## src/design/damage_rectangle_tracker_unit_macros.svh

```systemverilog
// ----------------------------------------------------------------------------
// damage rectangle tracker assertion macros
// shared assertion forms, clocked on clk and disabled while arst_n is low
// ----------------------------------------------------------------------------
`ifndef DAMAGE_RECTANGLE_TRACKER_UNIT_MACROS_SVH
`define DAMAGE_RECTANGLE_TRACKER_UNIT_MACROS_SVH

// same-cycle implication
`define DRT_ASSERT_NOW(label, ante, cons, msg) \
	label: assert property (@(posedge clk) disable iff (!arst_n) (ante) |-> (cons)) \
		else $error(msg);

// next-cycle implication
`define DRT_ASSERT_NEXT(label, ante, cons, msg) \
	label: assert property (@(posedge clk) disable iff (!arst_n) (ante) |=> (cons)) \
		else $error(msg);

`endif

```

## src/design/drt_pkg.sv

```systemverilog
// ----------------------------------------------------------------------------
// drt_pkg
// types, constants and rectangle helpers of the damage rectangle tracker
// ----------------------------------------------------------------------------
`timescale 1ns / 1ps

package drt_pkg;

	localparam int MAX_ENTRIES = 8;
	localparam int IDX_W = $clog2(MAX_ENTRIES);
	localparam int CNT_W = $clog2(MAX_ENTRIES + 1);

	localparam logic signed [15:0] SAT_HI = 16'sh7FFF;
	localparam logic signed [15:0] SAT_LO = -16'sh8000;
	localparam logic signed [32:0] BEST_INIT = 33'sd2147483647;

	localparam logic [2:0] OP_ADD   = 3'd0;
	localparam logic [2:0] OP_CLEAR = 3'd1;
	localparam logic [2:0] OP_CLIP  = 3'd2;
	localparam logic [2:0] OP_BBOX  = 3'd3;
	localparam logic [2:0] OP_LIST  = 3'd4;

	typedef struct packed {
		logic signed [15:0] x;
		logic signed [15:0] y;
		logic signed [15:0] w;
		logic signed [15:0] h;
	} box_t;

	function automatic logic is_empty(box_t r);
		return (r.w <= 16'sd0) || (r.h <= 16'sd0);
	endfunction

	function automatic logic signed [15:0] sat16(logic signed [17:0] v);
		if (v < 18'(SAT_LO)) return SAT_LO;
		if (v > 18'(SAT_HI)) return SAT_HI;
		return 16'(v);
	endfunction

	function automatic logic signed [16:0] right_of(box_t r);
		return 17'(r.x) + 17'(r.w);
	endfunction

	function automatic logic signed [16:0] bottom_of(box_t r);
		return 17'(r.y) + 17'(r.h);
	endfunction

	function automatic box_t make_box(logic signed [15:0] x1, logic signed [15:0] y1,
		logic signed [16:0] x2, logic signed [16:0] y2);
		box_t r;
		r.x = x1;
		r.y = y1;
		r.w = sat16(18'(x2) - 18'(x1));
		r.h = sat16(18'(y2) - 18'(y1));
		return r;
	endfunction

	function automatic box_t union_box(box_t a, box_t b);
		logic signed [15:0] x1, y1;
		logic signed [16:0] x2, y2;
		x1 = (a.x < b.x) ? a.x : b.x;
		y1 = (a.y < b.y) ? a.y : b.y;
		x2 = (right_of(a) > right_of(b)) ? right_of(a) : right_of(b);
		y2 = (bottom_of(a) > bottom_of(b)) ? bottom_of(a) : bottom_of(b);
		if (is_empty(a)) return is_empty(b) ? box_t'('0) : b;
		if (is_empty(b)) return a;
		return make_box(x1, y1, x2, y2);
	endfunction

	function automatic box_t clip_box(box_t a, box_t b);
		logic signed [15:0] x1, y1;
		logic signed [16:0] x2, y2;
		x1 = (a.x > b.x) ? a.x : b.x;
		y1 = (a.y > b.y) ? a.y : b.y;
		x2 = (right_of(a) < right_of(b)) ? right_of(a) : right_of(b);
		y2 = (bottom_of(a) < bottom_of(b)) ? bottom_of(a) : bottom_of(b);
		if (is_empty(a) || is_empty(b)) return '0;
		if ((x2 <= 17'(x1)) || (y2 <= 17'(y1))) return '0;
		return make_box(x1, y1, x2, y2);
	endfunction

	// a covers b
	function automatic logic covers(box_t a, box_t b);
		if (is_empty(b)) return 1'b1;
		if (is_empty(a)) return 1'b0;
		return (b.x >= a.x) && (b.y >= a.y) && (right_of(b) <= right_of(a)) &&
			(bottom_of(b) <= bottom_of(a));
	endfunction

endpackage

```

## src/design/damage_rectangle_tracker_unit.sv

```systemverilog
// ----------------------------------------------------------------------------
// damage_rectangle_tracker_unit
// bounded list of damaged rectangles with add/merge, clear, clip, bounding
// box and readout, held in a one-port-read one-port-write table memory
// ----------------------------------------------------------------------------
// channel | direction | handshake           | word
// input   | in        | in_valid / in_stall | operation, rect_x, rect_y, rect_w, rect_h
// output  | out       | out_valid/out_stall | out_x, out_y, out_w, out_h, entry_total,
//         |           |                     | last_result
//
// one word is taken at a time; in_stall is high from acceptance until the last
// result has been loaded into the output register
// clear and unknown codes go straight to the emit state; clip, bounding box and
// list walk the held entries; an add walks them in each merge round and, with a
// full table, scores the newcomer against every entry and every pair of entries
// the run time is set by the single table read port and the shared 15x15 area
// multiplier (four areas per waste score)
// arst_n clears the count, sequencer and out_valid; table contents need no reset
// a stalled output holds the sequencer in its emit state
// ----------------------------------------------------------------------------
`timescale 1ns / 1ps

module damage_rectangle_tracker_unit
	import drt_pkg::*;
(
	input  logic               clk,
	input  logic               arst_n,
	input  logic               in_valid,
	output logic               in_stall,
	input  logic [2:0]         operation,
	input  logic signed [15:0] rect_x,
	input  logic signed [15:0] rect_y,
	input  logic signed [15:0] rect_w,
	input  logic signed [15:0] rect_h,
	output logic               out_valid,
	input  logic               out_stall,
	output logic signed [15:0] out_x,
	output logic signed [15:0] out_y,
	output logic signed [15:0] out_w,
	output logic signed [15:0] out_h,
	output logic [3:0]         entry_total,
	output logic               last_result
);

	typedef enum logic [5:0] {
		ST_IDLE, ST_DISPATCH, ST_EMIT,
		ST_COV_RD, ST_COV_CHK,
		ST_RM_RD, ST_RM_CHK, ST_RM_MOVE,
		ST_MG_RD, ST_MG_LD, ST_MG_CHK, ST_MG_MOVE,
		ST_APPEND,
		ST_FL_RD_I, ST_FL_LD_I, ST_FL_CHK_N, ST_FL_RD_J, ST_FL_LD_J, ST_FL_CHK_P,
		ST_FL_FIN, ST_FL_U1, ST_FL_U2, ST_FL_U3, ST_FL_U4, ST_FL_U5,
		ST_W_PREP, ST_W_MUL, ST_W_ACC,
		ST_CL_RD, ST_CL_CHK,
		ST_BB_RD, ST_BB_CHK,
		ST_LS_RD, ST_LS_LD
	} state_t;

	// table memory
	box_t             mem [MAX_ENTRIES];
	box_t             rd_q;
	logic             rd_en;
	logic [IDX_W-1:0] rd_addr;
	logic             wr_en;
	logic [IDX_W-1:0] wr_addr;
	box_t             wr_data;

	// sequencer state
	state_t           state_q, ret_q;
	logic [2:0]       op_q;
	box_t             r_q;       // newcomer or clip bounds
	logic [CNT_W-1:0] cnt_q, i_q, j_q, n_q;
	logic [IDX_W-1:0] bi_q, bj_q;
	logic             with_new_q;
	logic signed [32:0] best_q;
	box_t             a_q, b_q;  // waste operands
	box_t             u_q, c_q;  // their union and overlap
	logic [1:0]       k_q;
	logic [29:0]      prod_q;
	logic signed [32:0] acc_q;
	box_t             bb_q;
	box_t             eb_q;      // box to emit
	logic             el_q;      // emit carries the final flag

	// output register
	logic             out_valid_q;
	box_t             out_box_q;
	logic [3:0]       out_total_q;
	logic             out_last_q;

	logic             out_free;
	logic [CNT_W-1:0] cnt_m1, i_nxt, j_nxt;
	box_t             msel, clip_rd, un_new;
	logic [29:0]      area_sel;

	assign out_free = !out_valid_q || !out_stall;
	assign cnt_m1   = cnt_q - CNT_W'(1);
	assign i_nxt    = i_q + CNT_W'(1);
	assign j_nxt    = j_q + CNT_W'(1);
	assign clip_rd  = clip_box(rd_q, r_q);
	assign un_new   = union_box(rd_q, r_q);

	// area of union, a, b, overlap in turn
	always_comb begin
		case (k_q)
			2'd0:    msel = u_q;
			2'd1:    msel = a_q;
			2'd2:    msel = b_q;
			default: msel = c_q;
		endcase
		area_sel = is_empty(msel) ? 30'd0 : (30'(msel.w[14:0]) * 30'(msel.h[14:0]));
	end

	// table port requests
	always_comb begin
		rd_en   = 1'b0;
		rd_addr = i_q[IDX_W-1:0];
		wr_en   = 1'b0;
		wr_addr = i_q[IDX_W-1:0];
		wr_data = rd_q;
		unique case (state_q)
			ST_COV_RD, ST_RM_RD, ST_MG_RD, ST_FL_RD_I, ST_CL_RD, ST_BB_RD:
				rd_en = (i_q != cnt_q);
			ST_LS_RD: rd_en = 1'b1;
			ST_RM_CHK: begin
				rd_en   = covers(r_q, rd_q);
				rd_addr = cnt_m1[IDX_W-1:0];
			end
			ST_MG_CHK: begin
				rd_en   = (acc_q <= 33'sd0);
				rd_addr = cnt_m1[IDX_W-1:0];
			end
			ST_RM_MOVE, ST_MG_MOVE: wr_en = 1'b1;
			ST_APPEND: begin
				wr_en   = (cnt_q < CNT_W'(MAX_ENTRIES));
				wr_addr = cnt_q[IDX_W-1:0];
				wr_data = r_q;
			end
			ST_FL_RD_J: begin
				rd_en   = (j_q != cnt_q);
				rd_addr = j_q[IDX_W-1:0];
			end
			ST_FL_FIN: begin
				rd_en   = 1'b1;
				rd_addr = bi_q;
			end
			ST_FL_U1: begin
				wr_en   = with_new_q;
				wr_addr = bi_q;
				wr_data = un_new;
				rd_en   = !with_new_q;
				rd_addr = bj_q;
			end
			ST_FL_U2: begin
				wr_en   = 1'b1;
				wr_addr = bi_q;
				wr_data = union_box(a_q, rd_q);
			end
			ST_FL_U3: begin
				rd_en   = 1'b1;
				rd_addr = cnt_m1[IDX_W-1:0];
			end
			ST_FL_U4: begin
				wr_en   = 1'b1;
				wr_addr = bj_q;
			end
			ST_FL_U5: begin
				wr_en   = 1'b1;
				wr_addr = cnt_m1[IDX_W-1:0];
				wr_data = r_q;
			end
			ST_CL_CHK: begin
				wr_en   = !is_empty(clip_rd);
				wr_addr = n_q[IDX_W-1:0];
				wr_data = clip_rd;
			end
			default: ;
		endcase
	end

	always_ff @(posedge clk) begin
		if (wr_en) mem[wr_addr] <= wr_data;
		if (rd_en) rd_q <= mem[rd_addr];
	end

	always_ff @(posedge clk or negedge arst_n) begin
		if (!arst_n) begin
			state_q     <= ST_IDLE;
			ret_q       <= ST_IDLE;
			cnt_q       <= '0;
			out_valid_q <= 1'b0;
		end else begin
			// output word loads in the emit state, drops once taken
			if (state_q == ST_EMIT && out_free) out_valid_q <= 1'b1;
			else if (!out_stall) out_valid_q <= 1'b0;
			unique case (state_q)
				ST_IDLE: begin
					if (in_valid) begin
						op_q    <= operation;
						r_q     <= '{x: rect_x, y: rect_y, w: rect_w, h: rect_h};
						i_q     <= '0;
						n_q     <= '0;
						bb_q    <= '0;
						eb_q    <= '0;
						el_q    <= 1'b1;
						state_q <= ST_DISPATCH;
					end
				end
				ST_DISPATCH: begin
					case (op_q)
						OP_ADD:   state_q <= is_empty(r_q) ? ST_EMIT : ST_COV_RD;
						OP_CLEAR: begin
							cnt_q   <= '0;
							state_q <= ST_EMIT;
						end
						OP_CLIP:  state_q <= ST_CL_RD;
						OP_BBOX:  state_q <= ST_BB_RD;
						OP_LIST:  state_q <= (cnt_q == '0) ? ST_EMIT : ST_LS_RD;
						default:  state_q <= ST_EMIT;
					endcase
				end
				ST_EMIT: begin
					if (out_free) begin
						out_box_q   <= eb_q;
						out_total_q <= 4'(cnt_q);
						out_last_q  <= el_q;
						state_q     <= el_q ? ST_IDLE : ST_LS_RD;
					end
				end
				// drop newcomer if some entry covers it
				ST_COV_RD: begin
					if (i_q == cnt_q) begin
						i_q     <= '0;
						state_q <= ST_RM_RD;
					end else begin
						state_q <= ST_COV_CHK;
					end
				end
				ST_COV_CHK: begin
					if (covers(rd_q, r_q)) begin
						state_q <= ST_EMIT;
					end else begin
						i_q     <= i_nxt;
						state_q <= ST_COV_RD;
					end
				end
				// remove entries the newcomer covers
				ST_RM_RD: begin
					if (i_q == cnt_q) begin
						i_q     <= '0;
						state_q <= ST_MG_RD;
					end else begin
						state_q <= ST_RM_CHK;
					end
				end
				ST_RM_CHK: begin
					if (covers(r_q, rd_q)) begin
						state_q <= ST_RM_MOVE;
					end else begin
						i_q     <= i_nxt;
						state_q <= ST_RM_RD;
					end
				end
				ST_RM_MOVE: begin
					cnt_q   <= cnt_m1;
					state_q <= ST_RM_RD;
				end
				// lossless merge search
				ST_MG_RD: state_q <= (i_q == cnt_q) ? ST_APPEND : ST_MG_LD;
				ST_MG_LD: begin
					a_q     <= rd_q;
					b_q     <= r_q;
					ret_q   <= ST_MG_CHK;
					state_q <= ST_W_PREP;
				end
				ST_MG_CHK: begin
					if (acc_q <= 33'sd0) begin
						r_q     <= union_box(a_q, r_q);
						state_q <= ST_MG_MOVE;
					end else begin
						i_q     <= i_nxt;
						state_q <= ST_MG_RD;
					end
				end
				ST_MG_MOVE: begin
					cnt_q   <= cnt_m1;
					i_q     <= '0;
					state_q <= ST_COV_RD;
				end
				ST_APPEND: begin
					if (cnt_q < CNT_W'(MAX_ENTRIES)) begin
						cnt_q   <= cnt_q + CNT_W'(1);
						state_q <= ST_EMIT;
					end else begin
						best_q     <= BEST_INIT;
						bi_q       <= '0;
						bj_q       <= '0;
						with_new_q <= 1'b1;
						i_q        <= '0;
						state_q    <= ST_FL_RD_I;
					end
				end
				// full table: least-waste pair over all pairs and the newcomer
				ST_FL_RD_I: state_q <= (i_q == cnt_q) ? ST_FL_FIN : ST_FL_LD_I;
				ST_FL_LD_I: begin
					a_q     <= rd_q;
					b_q     <= r_q;
					ret_q   <= ST_FL_CHK_N;
					state_q <= ST_W_PREP;
				end
				ST_FL_CHK_N: begin
					if (acc_q < best_q) begin
						best_q     <= acc_q;
						bi_q       <= i_q[IDX_W-1:0];
						with_new_q <= 1'b1;
					end
					j_q     <= i_nxt;
					state_q <= ST_FL_RD_J;
				end
				ST_FL_RD_J: begin
					if (j_q == cnt_q) begin
						i_q     <= i_nxt;
						state_q <= ST_FL_RD_I;
					end else begin
						state_q <= ST_FL_LD_J;
					end
				end
				ST_FL_LD_J: begin
					b_q     <= rd_q;
					ret_q   <= ST_FL_CHK_P;
					state_q <= ST_W_PREP;
				end
				ST_FL_CHK_P: begin
					if (acc_q < best_q) begin
						best_q     <= acc_q;
						bi_q       <= i_q[IDX_W-1:0];
						bj_q       <= j_q[IDX_W-1:0];
						with_new_q <= 1'b0;
					end
					j_q     <= j_nxt;
					state_q <= ST_FL_RD_J;
				end
				ST_FL_FIN: state_q <= ST_FL_U1;
				ST_FL_U1: begin
					a_q     <= rd_q;
					state_q <= with_new_q ? ST_EMIT : ST_FL_U2;
				end
				ST_FL_U2: state_q <= ST_FL_U3;
				ST_FL_U3: state_q <= ST_FL_U4;
				ST_FL_U4: state_q <= ST_FL_U5;
				ST_FL_U5: state_q <= ST_EMIT;
				// waste = area(union) - area(a) - area(b) + area(overlap)
				ST_W_PREP: begin
					u_q     <= union_box(a_q, b_q);
					c_q     <= clip_box(a_q, b_q);
					k_q     <= 2'd0;
					acc_q   <= '0;
					state_q <= ST_W_MUL;
				end
				ST_W_MUL: begin
					prod_q <= area_sel;
					k_q    <= k_q + 2'd1;
					case (k_q)
						2'd1:    acc_q <= acc_q + $signed(33'(prod_q));
						2'd2:    acc_q <= acc_q - $signed(33'(prod_q));
						2'd3:    acc_q <= acc_q - $signed(33'(prod_q));
						default: ;
					endcase
					if (k_q == 2'd3) state_q <= ST_W_ACC;
				end
				ST_W_ACC: begin
					acc_q   <= acc_q + $signed(33'(prod_q));
					state_q <= ret_q;
				end
				// clip and compact
				ST_CL_RD: begin
					if (i_q == cnt_q) begin
						cnt_q   <= n_q;
						state_q <= ST_EMIT;
					end else begin
						state_q <= ST_CL_CHK;
					end
				end
				ST_CL_CHK: begin
					if (!is_empty(clip_rd)) n_q <= n_q + CNT_W'(1);
					i_q     <= i_nxt;
					state_q <= ST_CL_RD;
				end
				// bounding box
				ST_BB_RD: begin
					if (i_q == cnt_q) begin
						eb_q    <= bb_q;
						state_q <= ST_EMIT;
					end else begin
						state_q <= ST_BB_CHK;
					end
				end
				ST_BB_CHK: begin
					bb_q    <= union_box(bb_q, rd_q);
					i_q     <= i_nxt;
					state_q <= ST_BB_RD;
				end
				// readout, one word per entry
				ST_LS_RD: state_q <= ST_LS_LD;
				ST_LS_LD: begin
					eb_q    <= rd_q;
					el_q    <= (i_nxt == cnt_q);
					i_q     <= i_nxt;
					state_q <= ST_EMIT;
				end
				default: state_q <= ST_IDLE;
			endcase
		end
	end

	assign in_stall    = (state_q != ST_IDLE);
	assign out_valid   = out_valid_q;
	assign out_x       = out_box_q.x;
	assign out_y       = out_box_q.y;
	assign out_w       = out_box_q.w;
	assign out_h       = out_box_q.h;
	assign entry_total = out_total_q;
	assign last_result = out_last_q;

`include "damage_rectangle_tracker_unit_macros.svh"

	`DRT_ASSERT_NOW(a_cnt_bound, 1'b1, cnt_q <= CNT_W'(MAX_ENTRIES), "entry count above table depth")
	`DRT_ASSERT_NEXT(a_busy_after_accept, in_valid && !in_stall, state_q != ST_IDLE, "idle after accept")
	`DRT_ASSERT_NOW(a_wr_in_range, wr_en, CNT_W'(wr_addr) <= cnt_q, "table write beyond count")
	`DRT_ASSERT_NOW(a_emit_busy, state_q == ST_EMIT, ret_q != ST_EMIT && ret_q != ST_W_MUL, "bad return state")

endmodule

```

## config.mk

```make
export PLATFORM = sky130hd
export DESIGN_NAME = damage_rectangle_tracker_unit
export DESIGN_NICKNAME = d
export VERILOG_FILES = /design/src/design/drt_pkg.sv /design/src/design/damage_rectangle_tracker_unit.sv
export VERILOG_INCLUDE_DIRS = /design/src /design/src/design
export SDC_FILE = /design/constraint.sdc
export NUM_CORES = 2
export LEC_CHECK = 0
export ABC_AREA = 1
export BUFFER_PORTS_ARGS = -buffer_cell sky130_fd_sc_hd__buf_2
export CORE_MARGIN = 1
export CORE_UTILIZATION = 47
export CTS_CLUSTER_SIZE = 16
export DETAILED_ROUTE_END_ITERATION = 16
export PLACE_DENSITY = 0.62
export SYNTH_ARGS = -nofsm -noshare
export SYNTH_HDL_FRONTEND = slang
export SYNTH_SLANG_ARGS = --single-unit
```

## constraint.sdc

```tcl
create_clock -name clk -period 12.4 [get_ports clk]
set_input_delay 1.24 -clock clk [delete_from_list [all_inputs] [get_ports clk]]
set_output_delay 1.24 -clock clk [all_outputs]
set_load 0.01 [all_outputs]
```

; ---- Word level (Yosys, flattened, before mapping)
; Memory sizes are Yosys's and may differ from the RTL's. A register that Yosys moved wholly into a read port is not among the register bits.
; Index checks and enable logic that the tools add are counted.
[totals]
ff_bits = 591
latchBits = 0
mem_bits_rw = 512
mem_bits_ro = 0
elab_cells = 661
memories = 1
[mem_list]
columns = memory, depth, word_bits, rd, rd_ports_with_merged_regs, write_ports, line_no
row1 = mem, 8, 64, 1, 1, 1, damage_rectangle_tracker_unit.sv:60  ; box_t mem [MAX_ENTRIES];
[classes]
addsub = 32
n_mul = 1
div = 0
n_lt_le_gt_ge = 85
eq_ne = 66
n_shift = 0
mux = 352
bitwise = 0
n_reduce_logical = 78
[ops]
columns = operator, count
row1 = $mux 64, 35
row2 = $mux 16, 70
row3 = $pmux 64 s2, 3
row4 = $pmux 64 s4, 1
row5 = $gt 18x16->1 const B, 14
row6 = $lt 18x16->1 const B, 14
row7 = $sub 17x16->18, 14
row8 = $mux 17, 14
row9 = $le 16x1->1 const B, 14
row10 = $pmux 64 s3, 1
row11 = $pmux 6 s30, 1
row12 = $mux 1, 177
row13 = $add 16x16->17, 10
row14 = $gt 17x17->1, 10
row15 = $lt 16x16->1, 10
row16 = $pmux 33 s2, 2
row17 = $pmux 33 s3, 1
row18 = $eq 6x5->1 const B, 16
row19 = $pmux 32 s3, 1
row20 = $le 17x16->1, 4
row21 = $le 17x17->1, 4
row22 = $lt 17x17->1, 4
row23 = $mux 33, 2
row24 = $ge 16x16->1, 4
row25 = 65 further kinds, 188

; ---- Depth between registers and ports, before layout
[depth]
depth_word = 23
mapped_depth = 49
ltp_nobuf = 47

; ---- Least setup slack after synthesis
; OpenSTA, ideal clock, no wires.
[synth_timing]
path_type = reg2reg
startpoint = register, netlist name rd_q[33]
endpoint = memory mem[0][0] in the netlist's numbering, enable pin
setup_time_ns = 0.507
arrival_ns = 8.991
t_required_ns = 11.893
slack_ns = 2.902
path_stages_with_launch = 49
path_buffers = 3
period_less_slack_ns = 9.498
cell_sequence = edfxtp_1 > clkbuf_1 > inv_1 > fa_1 > inv_1 > nand3_1 > nand2_1 > nand3_1 > nand3_1 > a21oi_1 > o21ai_0 > nand2_1 > nand3_1 > o21ai_0 > ha_1 > nand2_1 > nor2_1 > nand2_1 > [13 not listed] > nand3_1 > nand2_1 > a21oi_1 > o21ai_1 > nand2_1 > nand2_1 > nand2_1 > nand2_1 > nand2_1 > nand2_1 > buf_4 > o21ai_1 > o21ai_0 > nand2_1 > nor2_1 > nand2_1 > nand3_2 > a21oi_1
[synth_via]
elab_chain_cells = 19
word_cells_on_any_way = 32
[synth_rtl]
columns = element, line_no
row1 = $add 16x16->17, drt_pkg.sv:45  ; return 17'(r.y) + 17'(r.h);
row2 = $lt 17x17->1, drt_pkg.sv:76  ; y2 = (bottom_of(a) < bottom_of(b)) ? bottom_of(a) : bottom_of(b);
row3 = $mux 17, drt_pkg.sv:76
row4 = $sub 17x16->18, drt_pkg.sv:54  ; r.h = sat16(18'(y2) - 18'(y1));
row5 = $gt 18x16->1, drt_pkg.sv:36  ; if (v > 18'(SAT_HI)) return SAT_HI;
row6 = $mux 1 (2 in a row), drt_pkg.sv:36
row7 = $mux 1, drt_pkg.sv:79  ; return make_box(x1, y1, x2, y2);
row8 = $mux 1, drt_pkg.sv:78  ; if ((x2 <= 17'(x1)) || (y2 <= 17'(y1))) return '0;
row9 = [2 not listed], --
row10 = $mux 64 (*), drt_pkg.sv:79
row11 = $mux 64 (*), drt_pkg.sv:78
row12 = $le 16x1->1, drt_pkg.sv:31  ; return (r.w <= 16'sd0) || (r.h <= 16'sd0);
row13 = $logic_or 1x1->1 (*), drt_pkg.sv:31
row14 = $logic_not 1->1 (*), --
row15 = $pmux 1 s4 (*), damage_rectangle_tracker_unit.sv:121  ; unique case (state_q)
row16 = $mux 1 (*), damage_rectangle_tracker_unit.sv:182  ; if (wr_en) mem[wr_addr] <= wr_data;
row17 = $mux 1 (not written as such) (*), damage_rectangle_tracker_unit.sv:182
row18 = to (decl), damage_rectangle_tracker_unit.sv:60
; Every way passes the cells marked *; elsewhere a longest branch is shown, timed or not. The select of a mux whose other input is x is not followed.

; ---- Worst setup path in the final report
[layout_timing]
startpoint = register, netlist name rd_q[42]
endpoint = memory mem[2][12] in the netlist's numbering, enable pin
[layout_via]
elab_chain_cells = 19
word_cells_on_any_way = 32
[layout_rtl]
columns = element, line_no
row1 = $add 16x16->17, drt_pkg.sv:45
row2 = $lt 17x17->1, drt_pkg.sv:76
row3 = $mux 17, drt_pkg.sv:76
row4 = $sub 17x16->18, drt_pkg.sv:54
row5 = $gt 18x16->1, drt_pkg.sv:36
row6 = $mux 1 (2 in a row), drt_pkg.sv:36
row7 = $mux 1, drt_pkg.sv:79
row8 = $mux 1, drt_pkg.sv:78
row9 = [2 not listed], --
row10 = $mux 64 (*), drt_pkg.sv:79
row11 = $mux 64 (*), drt_pkg.sv:78
row12 = $le 16x1->1, drt_pkg.sv:31
row13 = $logic_or 1x1->1 (*), drt_pkg.sv:31
row14 = $logic_not 1->1 (*), --
row15 = $pmux 1 s4 (*), damage_rectangle_tracker_unit.sv:121
row16 = $mux 1 (*), damage_rectangle_tracker_unit.sv:182
row17 = $mux 1 (not written as such) (*), damage_rectangle_tracker_unit.sv:182
; Marked as above.

==> impl_results.md <==
- Outcome: finished clean
- Final routed wirelength across all metal layers: 465000 um
- Nets: ~13000
- CTS-repair resized insts: 0
- Final setup violating endpoints: 0
- Worst-case headroom to the max-slew limit: 1.81%
- Width of the chip: 455 um
- Most Frequent Cell on Critical Path: sky130_fd_sc_hd__nand2_1
- Post-placement worst setup slack: 2.09 ns
- Final weighted congestion in routability-driven placement: about 1.2
- DRC errors left: 0
- Footprint of the multi-input gates: about 55000 sq um
- Number of antenna violations at the first check in global routing: 42
- Maxcap violations: 0
- Ratio of routed vias to standard cells: 6.36
- HPWL after DPL: 364000 um
- Clock transition time at the flip-flop clock pins of the worst setup and hold paths: about 0.070 ns
- Area growth from synthesis to layout: 9.78%
- Max-slew violations: 0
- Count of TritonRoute iterations in the first routing pass: 7
- Syn nets: 13200
- Highest attainable clock frequency: 93.2 MHz
- Cells after synthesis: 12100
- Slowest cell delay on critical path: 1.06 ns
- Latest clock arrival within the worst-skew pair: between 0.8 and 0.9 ns
- Share of layout cells above drive strength 1: 7.11%
- Routed length per instance: 31.1 um
- Post-synth EDFFs: ~1200
- Via count of the first global-routing pass: 88100
- Overall fraction of global-route tracks in use: about 44%
- TritonCTS clock tree: yes
- Proportion of register bits with asynchronous set or reset after synthesis: approximately 1.3%
- TritonCTS buffer count: 141
- Sum of negative setup slack: 0 ns
- Critical path startpoint category: flop
- Number of warning messages in the yosys log: 0
- Final hold vios: 0
- Max Buffers Root-to-Sink: 3
- Critical-path cell with the highest stage delay: sky130_fd_sc_hd__a21oi_4
- Fill cell total of the finished layout: 19100
- Mean area per synthesized cell: 7.98 sq um
- Share of the yosys chip area belonging to registers: between 30% and 40%
- Rows: 165
- Clock H-tree levels: 4
- Die area: 207000 sq um
- Initial DRC Count: approximately 15000
- Flops & latches, synth: between 1000 and 1500
- Count of cell types in the netlist: 87
- Shortest period the worst path allows: 10.73 ns
- Global-route wire length before repair: approximately 650000 um
- Critical Path RT: 12.90 ns
- Post-route fraction of the period consumed by the critical path: 86.5%
- RSZ-0062 raised after global routing: false
- Buffer type at the clock tree root: sky130_fd_sc_hd__clkbuf_16
- Total standard cell area after synthesis: approximately 96000 sq um
- Die outline height: 455 um
- Worst Setup Slack, final: around 1.7 ns
- Area used by sequential logic in the layout: about 35000 sq um
- Core ar.: 203000 sq um
- Hold_buf cts: 0
- Count of nets left with antenna violations after detail routing: 0
- Critical Path Sink Type: flop
- Post-CTS Setup Inserts: 0
- I/O pin cnt: 142
- Maximum number of pins on one net before global-route repair: 140
- Worst min path class: input port to async pin
- Worst-path maximum fanout: 35
- Overflow left after global routing: 0
- Tightest Pin Transition: around 1.5 ns
- Most used flip-flop cell after synthesis: sky130_fd_sc_hd__edfxtp_1
- Clock net sink count: 1165
- Worst Skew: 0.0635 ns
- Initial Util: 47.4%
- Data arrival time of the critical path: 11.23 ns
- Vias post-DR: 95000
- Number of input and output port buffers inserted: 141
- CP Class: flop to flop
## Yosys cell counts, types with 26 or more instances
cell | count | area, sq um
sky130_fd_sc_hd__nand2_1 | 2607 | 9790
sky130_fd_sc_hd__a21oi_1 | 1126 | 5640
sky130_fd_sc_hd__nor2_1 | 1110 | 4170
sky130_fd_sc_hd__a21boi_0 | 26 | 195
sky130_fd_sc_hd__xnor2_1 | 127 | 1110
sky130_fd_sc_hd__o211ai_1 | 56 | 420
sky130_fd_sc_hd__buf_2 | 100 | 500
sky130_fd_sc_hd__a2bb2oi_1 | 32 | 280
sky130_fd_sc_hd__o21bai_1 | 48 | 360
sky130_fd_sc_hd__fa_1 | 193 | 3860
sky130_fd_sc_hd__xor2_1 | 218 | 1910
sky130_fd_sc_hd__clkbuf_1 | 341 | 1280
sky130_fd_sc_hd__nand3_1 | 499 | 2500
sky130_fd_sc_hd__edfxtp_1 | 1150 | 34500
sky130_fd_sc_hd__o21ai_0 | 1089 | 5450
sky130_fd_sc_hd__a31oi_1 | 121 | 757
sky130_fd_sc_hd__o21ai_2 | 39 | 342
sky130_fd_sc_hd__or2_2 | 46 | 288
sky130_fd_sc_hd__a21o_1 | 29 | 218
sky130_fd_sc_hd__nor4_1 | 66 | 413
sky130_fd_sc_hd__nand4_1 | 155 | 970
sky130_fd_sc_hd__nor3_1 | 123 | 616
sky130_fd_sc_hd__o22ai_1 | 146 | 913
sky130_fd_sc_hd__a211oi_1 | 33 | 248
sky130_fd_sc_hd__nand2_2 | 28 | 175
sky130_fd_sc_hd__o21a_1 | 57 | 428
sky130_fd_sc_hd__ha_1 | 903 | 11300
sky130_fd_sc_hd__inv_1 | 1225 | 4600
sky130_fd_sc_hd__o21ai_1 | 49 | 245
## cells in the final DEF (no fill, tap or decap), types with 25 or more instances in the layout
master,instances
sky130_fd_sc_hd__a211oi_1,33
sky130_fd_sc_hd__a21boi_0,26
sky130_fd_sc_hd__a21o_1,29
sky130_fd_sc_hd__a21oi_1,1116
sky130_fd_sc_hd__a2bb2oi_1,32
sky130_fd_sc_hd__a31oi_1,121
sky130_fd_sc_hd__buf_2,141
sky130_fd_sc_hd__buf_4,265
sky130_fd_sc_hd__clkbuf_16,142
sky130_fd_sc_hd__clkinv_1,43
sky130_fd_sc_hd__diode_2,26
sky130_fd_sc_hd__edfxtp_1,1150
sky130_fd_sc_hd__fa_1,193
sky130_fd_sc_hd__ha_1,903
sky130_fd_sc_hd__inv_1,1220
sky130_fd_sc_hd__inv_2,25
sky130_fd_sc_hd__nand2_1,2604
sky130_fd_sc_hd__nand2_2,30
sky130_fd_sc_hd__nand3_1,495
sky130_fd_sc_hd__nand4_1,155
sky130_fd_sc_hd__nor2_1,1100
sky130_fd_sc_hd__nor3_1,122
sky130_fd_sc_hd__nor4_1,66
sky130_fd_sc_hd__o211ai_1,56
sky130_fd_sc_hd__o21a_1,57
sky130_fd_sc_hd__o21ai_0,1086
sky130_fd_sc_hd__o21ai_1,49
sky130_fd_sc_hd__o21ai_2,41
sky130_fd_sc_hd__o21bai_1,47
sky130_fd_sc_hd__o22ai_1,144
sky130_fd_sc_hd__o31ai_1,25
sky130_fd_sc_hd__or2_2,46
sky130_fd_sc_hd__xnor2_1,125
sky130_fd_sc_hd__xor2_1,217
## state kept, by name, indices dropped and copies added (netlist names), 30 cells and up
signal and flops:
u_q 32, eb_q 64, rd_q 64, b_q 64, a_q 64, bb_q 64
r_q 64, prod_q 30, acc_q 33, mem 512, best_q 33, c_q 32
## worst paths after layout
path	start	slack [ns]	end	depth (start not counted)
hold reg to reg	eb_q[11]	0.39	out_h[11]	0
setup / recovery	rd_q[42]	1.67	mem[2][12]	47
setup reg to reg	rd_q[42]	1.67	mem[2][12]	47
hold / removal	arst_n	0.38	out_valid	2
max in group asynchronous	arst_n	11.71	state_q[2]	2
min in group clk	eb_q[11]	0.39	out_h[11]	0
## cell families (layout without fill, tap and decap cells)
kind of cell | after synthesis | count (layout) | synth area share (%)
xor+xnor | 351 | 351 | 3.26
fa+ha+maj | 1096 | 1096 | 15.7
compound gates | 3003 | 3003 | 17.5
buf+inv | 1754 | 1937 | 7.12
other cells | 0 | 26 | 0
flops | 1165 | 1165 | 36.3
simple gates | 4692 | 4692 | 20.1
## cell type report
class	count	share of cell area (%)
inverter	1270	4.53
multi-input combinational	9142	51.9
tap	2672	3.16
timing repair buffer	408	2.59
clock inverter	100	1.28
antenna	26	0.0616
sequential	1165	33.0
clock buffer	159	3.42
## critical path: cells and delay by family (launching register included)
kind | cells | cell delay [ns]
XOR/XNOR | 1 | 0.87
AO/OA/AOI/OAI | 7 | 2.24
buffers and inverters | 7 | 1.33
AND/OR/NAND/NOR | 28 | 3.74
adder cells (fa/ha/maj) | 4 | 1.54
flip-flops | 1 | 0.62
## stage by stage
stage	hold WS, ns	cell area [sq um]	util [%]	instances
after global placement	0.400	101000	49.6	14700
final	0.383	106000	52.1	14900
after detailed placement	0.405	101000	49.6	14700
after CTS	0.361	106000	52.1	14900
after global routing	0.385	106000	52.1	14900
after floorplan	0.400	96300	-	12100
## routing by layer
| metal | global-route usage, % | routed length [um] | vias up |
|---|---|---|---|
| li1 | - | - | 41800 |
| met5 | 0.653 | 307 | - |
| met1 | 57.4 | 182000 | 45500 |
| met3 | 17.8 | 66400 | 1254 |
| met4 | 25.1 | 31700 | 24 |
| met2 | 60.7 | 184000 | 6417 |
Power is left out: the tool's default activity adds up to more than one toggle a clock period on the data nets, which glitch-free logic cannot reach.
